## src/rtl/gost94_pkg.sv

```systemverilog
// Shared types, constants and the round function for the GOST R 34.11-94 hash engine.
// Used by gost94_ctrl, gost94_dp and gost_94_hash_engine; depends on nothing.
`default_nettype none
package gost94_pkg;

  localparam int PsiPre   = 12;
  localparam int PsiTotal = 74;   // 12 + 1 + 61 shuffle steps
  localparam int RotBits  = 11;

  localparam logic [63:0] RC0 = 64'hff00ff00ff00ff00;
  localparam logic [63:0] RC1 = 64'h00ff00ff00ff00ff;
  localparam logic [63:0] RC2 = 64'hff0000ff00ffff00;
  localparam logic [63:0] RC3 = 64'hff00ffff000000ff;

  localparam logic [3:0] SBOX [128] = '{
    4'd4, 4'd10, 4'd9, 4'd2, 4'd13, 4'd8, 4'd0, 4'd14,
    4'd6, 4'd11, 4'd1, 4'd12, 4'd7, 4'd15, 4'd5, 4'd3,
    4'd14, 4'd11, 4'd4, 4'd12, 4'd6, 4'd13, 4'd15, 4'd10,
    4'd2, 4'd3, 4'd8, 4'd1, 4'd0, 4'd7, 4'd5, 4'd9,
    4'd5, 4'd8, 4'd1, 4'd13, 4'd10, 4'd3, 4'd4, 4'd2,
    4'd14, 4'd15, 4'd12, 4'd7, 4'd6, 4'd0, 4'd9, 4'd11,
    4'd7, 4'd13, 4'd10, 4'd1, 4'd0, 4'd8, 4'd9, 4'd15,
    4'd14, 4'd4, 4'd6, 4'd12, 4'd11, 4'd2, 4'd5, 4'd3,
    4'd6, 4'd12, 4'd7, 4'd1, 4'd5, 4'd15, 4'd13, 4'd8,
    4'd4, 4'd10, 4'd9, 4'd14, 4'd0, 4'd3, 4'd11, 4'd2,
    4'd4, 4'd11, 4'd10, 4'd0, 4'd7, 4'd2, 4'd1, 4'd13,
    4'd3, 4'd6, 4'd8, 4'd5, 4'd9, 4'd12, 4'd15, 4'd14,
    4'd13, 4'd11, 4'd4, 4'd1, 4'd3, 4'd15, 4'd5, 4'd9,
    4'd0, 4'd10, 4'd14, 4'd7, 4'd6, 4'd8, 4'd2, 4'd12,
    4'd1, 4'd15, 4'd13, 4'd0, 4'd5, 4'd7, 4'd10, 4'd4,
    4'd9, 4'd2, 4'd3, 4'd14, 4'd6, 4'd11, 4'd8, 4'd12
  };

  // Message source of one compression
  typedef enum logic [1:0] {
    SRC_BUF = 2'd0,
    SRC_LEN = 2'd1,
    SRC_SUM = 2'd2
  } src_t;

  typedef struct packed {
    logic       accept;   // input transaction taken this cycle
    logic       start;    // begin a compression
    src_t       src;
    logic [1:0] out_idx;  // hash word on the output
    logic       clear;    // message finished
  } cmd_t;

  typedef struct packed {
    logic done;       // compression finished, chaining value updated
    logic blk_full;   // this input word completes a block
    logic partial;    // words remain in the buffer after this input word
  } sts_t;

  // S-box substitution, then rotate left
  function automatic logic [31:0] round_f(input logic [31:0] x);
    logic [31:0] y;
    for (int n = 0; n < 8; n++) begin
      y[4*n +: 4] = SBOX[{n[2:0], x[4*n +: 4]}];
    end
    return {y[31-RotBits:0], y[31:32-RotBits]};
  endfunction

endpackage
`default_nettype wire

```

## src/rtl/gost94_ctrl.sv

```systemverilog
// Controller: sequences block, length and checksum compressions and the hash output.
// Depends on gost94_pkg; commands gost94_dp.
`default_nettype none
module gost94_ctrl (
  input  wire logic               clk,
  input  wire logic               rst,
  input  wire logic               in_valid,
  input  wire logic               last,
  output logic                    in_stall,
  output logic                    out_valid,
  input  wire logic               out_stall,
  output logic [1:0]              word_index,
  output logic                    last_word,
  input  wire gost94_pkg::sts_t   sts,
  output gost94_pkg::cmd_t        cmd
);
  import gost94_pkg::*;

  typedef enum logic [1:0] {S_IDLE, S_CMP, S_OUT} state_t;

  state_t     state;
  src_t       src;
  logic       start;
  logic       last_q;
  logic [1:0] idx;
  logic       acc, out_fire;

  always_comb begin
    in_stall   = (state != S_IDLE);
    acc        = in_valid && !in_stall;
    out_valid  = (state == S_OUT);
    out_fire   = out_valid && !out_stall;
    word_index = idx;
    last_word  = (idx == 2'd3);
    cmd.accept  = acc;
    cmd.start   = start;
    cmd.src     = src;
    cmd.out_idx = idx;
    cmd.clear   = out_fire && (idx == 2'd3);
  end

  // Advance the message sequence
  always_ff @(posedge clk) begin
    start <= 1'b0;
    if (rst) begin
      state  <= S_IDLE;
      src    <= SRC_BUF;
      last_q <= 1'b0;
      idx    <= '0;
    end else begin
      unique case (state)
        S_IDLE: begin
          if (acc) begin
            last_q <= last;
            if (sts.blk_full || (last && sts.partial)) begin
              src   <= SRC_BUF;
              start <= 1'b1;
              state <= S_CMP;
            end else if (last) begin
              src   <= SRC_LEN;
              start <= 1'b1;
              state <= S_CMP;
            end
          end
        end
        S_CMP: begin
          if (sts.done) begin
            unique case (src)
              SRC_BUF: begin
                if (last_q) begin
                  src   <= SRC_LEN;
                  start <= 1'b1;
                end else begin
                  state <= S_IDLE;
                end
              end
              SRC_LEN: begin
                src   <= SRC_SUM;
                start <= 1'b1;
              end
              default: begin
                idx   <= '0;
                state <= S_OUT;
              end
            endcase
          end
        end
        S_OUT: begin
          if (out_fire) begin
            idx <= idx + 2'd1;
            if (idx == 2'd3) begin
              state <= S_IDLE;
            end
          end
        end
        default: state <= S_IDLE;
      endcase
    end
  end

endmodule
`default_nettype wire

```

## config.mk

```make
export PLATFORM = sky130hd
export DESIGN_NAME = gost94_ctrl
export DESIGN_NICKNAME = d
export VERILOG_FILES = /design/src/rtl/gost94_pkg.sv /design/src/rtl/gost94_ctrl.sv
export SDC_FILE = /design/constraint.sdc
export NUM_CORES = 1
export LEC_CHECK = 0
export ABC_AREA = 1
export ABC_CLOCK_PERIOD_IN_PS = 1600
export BUFFER_PORTS_ARGS = -buffer_cell sky130_fd_sc_hd__buf_4
export CAP_MARGIN = 20
export CORE_AREA = 4 4 41 43
export DETAILED_ROUTE_END_ITERATION = 7
export DIE_AREA = 0 0 45 47
export HOLD_SLACK_MARGIN = 0.05
export PLACE_DENSITY = 0.62
export SYNTH_ARGS = -nofsm -noshare
export SYNTH_HDL_FRONTEND = slang
export SYNTH_SLANG_ARGS = --single-unit
```

## constraint.sdc

```tcl
create_clock -name clk -period 1.6 [get_ports clk]
set_input_delay 0.08 -clock clk [delete_from_list [all_inputs] [get_ports clk]]
set_output_delay 0.08 -clock clk [all_outputs]
set_load 0.05 [all_outputs]
```

==> out/qor.csv <==
metric,value,unit
Final Util,0.520,
max incr delay on CP,0.39,ns
placed inst area,644,sq um
Worst EP required,1.52,ns
Routed Antenna Nets,0,
Slew HR,0.804,
CP endpoint kind,output pin,
DRT iter0 DRCs,4,
Num CTS Buffers,3,
Critical Path Slowest Stage Cell,dfxtp_1,
Worst Setup Start Kind,flop,
drc violations,0,
final count of pins violating max slew,0,
Peak supply drop,591,uV
first-pass GRT wire length,1610,um
initial antenna violation count,0,
Mapped Nets,85,
Placement Setup Slack,0.383,ns
R2R cell count,7,
Final period util,0.849,
number of global-route vias before repair,394,
clock root buffer,clkbuf_4,
Routed WL per cell,9.83,um
sequential share of the synthesized area,0.317,
area grow syn2layout,33.9,%
final setup fails,0,
Post-CTS Setup Inserts,0,
H-Tree Depth,1,
CP top delay family,flip-flops,
fmax,0.736,GHz
setup slack after layout,0.242,ns
Port Buffer Count,19,
# rows,13,
Levels on crit path,4,
RSZ-0062 raised after global routing,no,
via/cell ratio,4.62,
CTS Sinks,8,
"Design Area, Final",677,sq um
Power Density,1150,nW/um^2
Ant. Diodes,0,
synthesized instance count,76,
synthesized area per cell,6.65,sq um
"Net count, final",106,
Post-Syn Area,505,sq um
worst-margin pin slew,0.294,ns
GP Congestion,0.766,
die height,47,um
worst skew pair latency,0.26,ns
post-DP HPWL,874,um
Core ar.,1300,sq um
gr ovfl total,0,
leak pwr,0.000348,uW
Via Count,508,
Critical Path AT,1.28,ns
CTS max path bufs,2,
Worst Skew,0.00711,ns
Total GRT Usage,0.111,
CP Class,reg2out,
Die ar.,2120,sq um
CP cell instances,nor2_2 > nand2_2 > inv_1 > buf_4,
fin crit period,1.36,ns
clk slew on worst S/H paths,0.06,ns
Ys Warns,0,
Hold Path Class,in2reg,
Post-Route M1 WL,501,um
outcome,completed,
"Max FO, Critical Path",7,
pin count of the biggest net entering global routing,8,
Critical path buffers and inverters,2,
Die X,45,um
Synth cell types,18,
fraction of final layout cells sized beyond drive strength 1,0.411,
max_cap viols,0,
setup TNS,0,ns
Synth Register Bits,8,
Final Hold Fails,0,
Initial Util,0.388,
routed wl met2,449,um
Tot Pwr,777,uW
TritonCTS clock tree,done,
worst hold path depth,3,
I/O pins,20,
Pre-antenna DRT Iters,3,
Routed WL,1080,um
top layer in use,met4,
met3 wire length,118,um
-- worst reg2reg max path, cell delays in order, from the launching register on --
cell	delay [ns]
dfxtp_1	0.49
inv_2	0.09
nor2_2	0.14
nand3_1	0.14
o21ai_4	0.11
nand2_1	0.07
nand2_1	0.06
nor2_1	0.04
-- registers in the layout (all words and copies together), names as in the netlist --
register and flops:
word_index 2, state 2, start 1, src 2
last_q 1
-- power by group --
group          switching (uW)  internal [uW]  leakage (uW)
sequential               38.6            227     0.0000666
combinational             231            119      0.000268
clock                    75.4           86.3     0.0000138
-- Yosys cell counts, drive strengths merged --
cell type  instances  area (sq um)
dfxtp              8           160
and2               1          6.26
ha                 1          12.5
o21ai              4          31.3
a31oi              1          6.26
nand3b             1          7.51
inv               10          37.5
nand3              5          25.0
a21oi              3          15.0
nor2              19          88.8
buf                4          30.0
nand4              1          6.26
nor3               1          10.0
nand2             17          68.8
-- repair_timing --
item                       in CTS  in global routing
hold buffers                    1                  0
resized for setup               0                  0
hold endpoints to repair        2                  0
setup endpoints to repair       0                  0
-- layout by cell type (no fill, tap or decap), types with 2 or more instances in the layout --
cell type / n
buf_4: 19
nand2_1: 15
nor2_1: 11
nor2_2: 8
inv_1: 8
dfxtp_1: 6
nand3_1: 5
a21oi_1: 3
o21ai_0: 3
clkbuf_4: 3
inv_2: 2
nand2_2: 2
dfxtp_2: 2
-- layer usage --
| metal | global-route usage | vias up |
|---|---|---|
| met1 | 0.137 | 213 |
| met3 | 0.0498 | 2 |
| li1 | - | 273 |
| met4 | 0.0702 | 0 |
| met5 | 0 | - |
| met2 | 0.155 | 20 |
-- path summary, 6_finish.rpt --
kind,start,to,slack [ns]
max,state[0],cmd[6],0.24
min reg2reg,word_index[0],word_index[0],0.47
max reg2reg,state[0],src[0],0.36
min,last,last_q,0.10
-- metrics by stage --
step / hold WS (ns) / std cells
after detailed placement: 0.254 / 106
after global placement: 0.253 / 106
after global routing: 0.113 / 110
final: 0.101 / 110
after floorplan: 0.142 / 76
after CTS: 0.103 / 110
-- kinds of logic (layout without fill, tap and decap cells) --
| group | Yosys count | after routing | share of synthesized area |
|---|---|---|---|
| buffers and inverters | 14 | 33 | 0.134 |
| AO/OA/AOI/OAI | 8 | 8 | 0.104 |
| adder cells (fa/ha/maj) | 1 | 1 | 0.0247 |
| flip-flops | 8 | 8 | 0.317 |
| AND/OR/NAND/NOR | 45 | 45 | 0.421 |
-- area by class of cell --
cell class | instances | area, sq um
inverter | 10 | 37.5
fill | 148 | 624
sequential | 8 | 163
tap | 15 | 18.8
timing repair buffer | 20 | 153
multi-input combinational | 54 | 283
clock buffer | 3 | 22.5
Note: power is estimated with default switching activity, not from simulation.
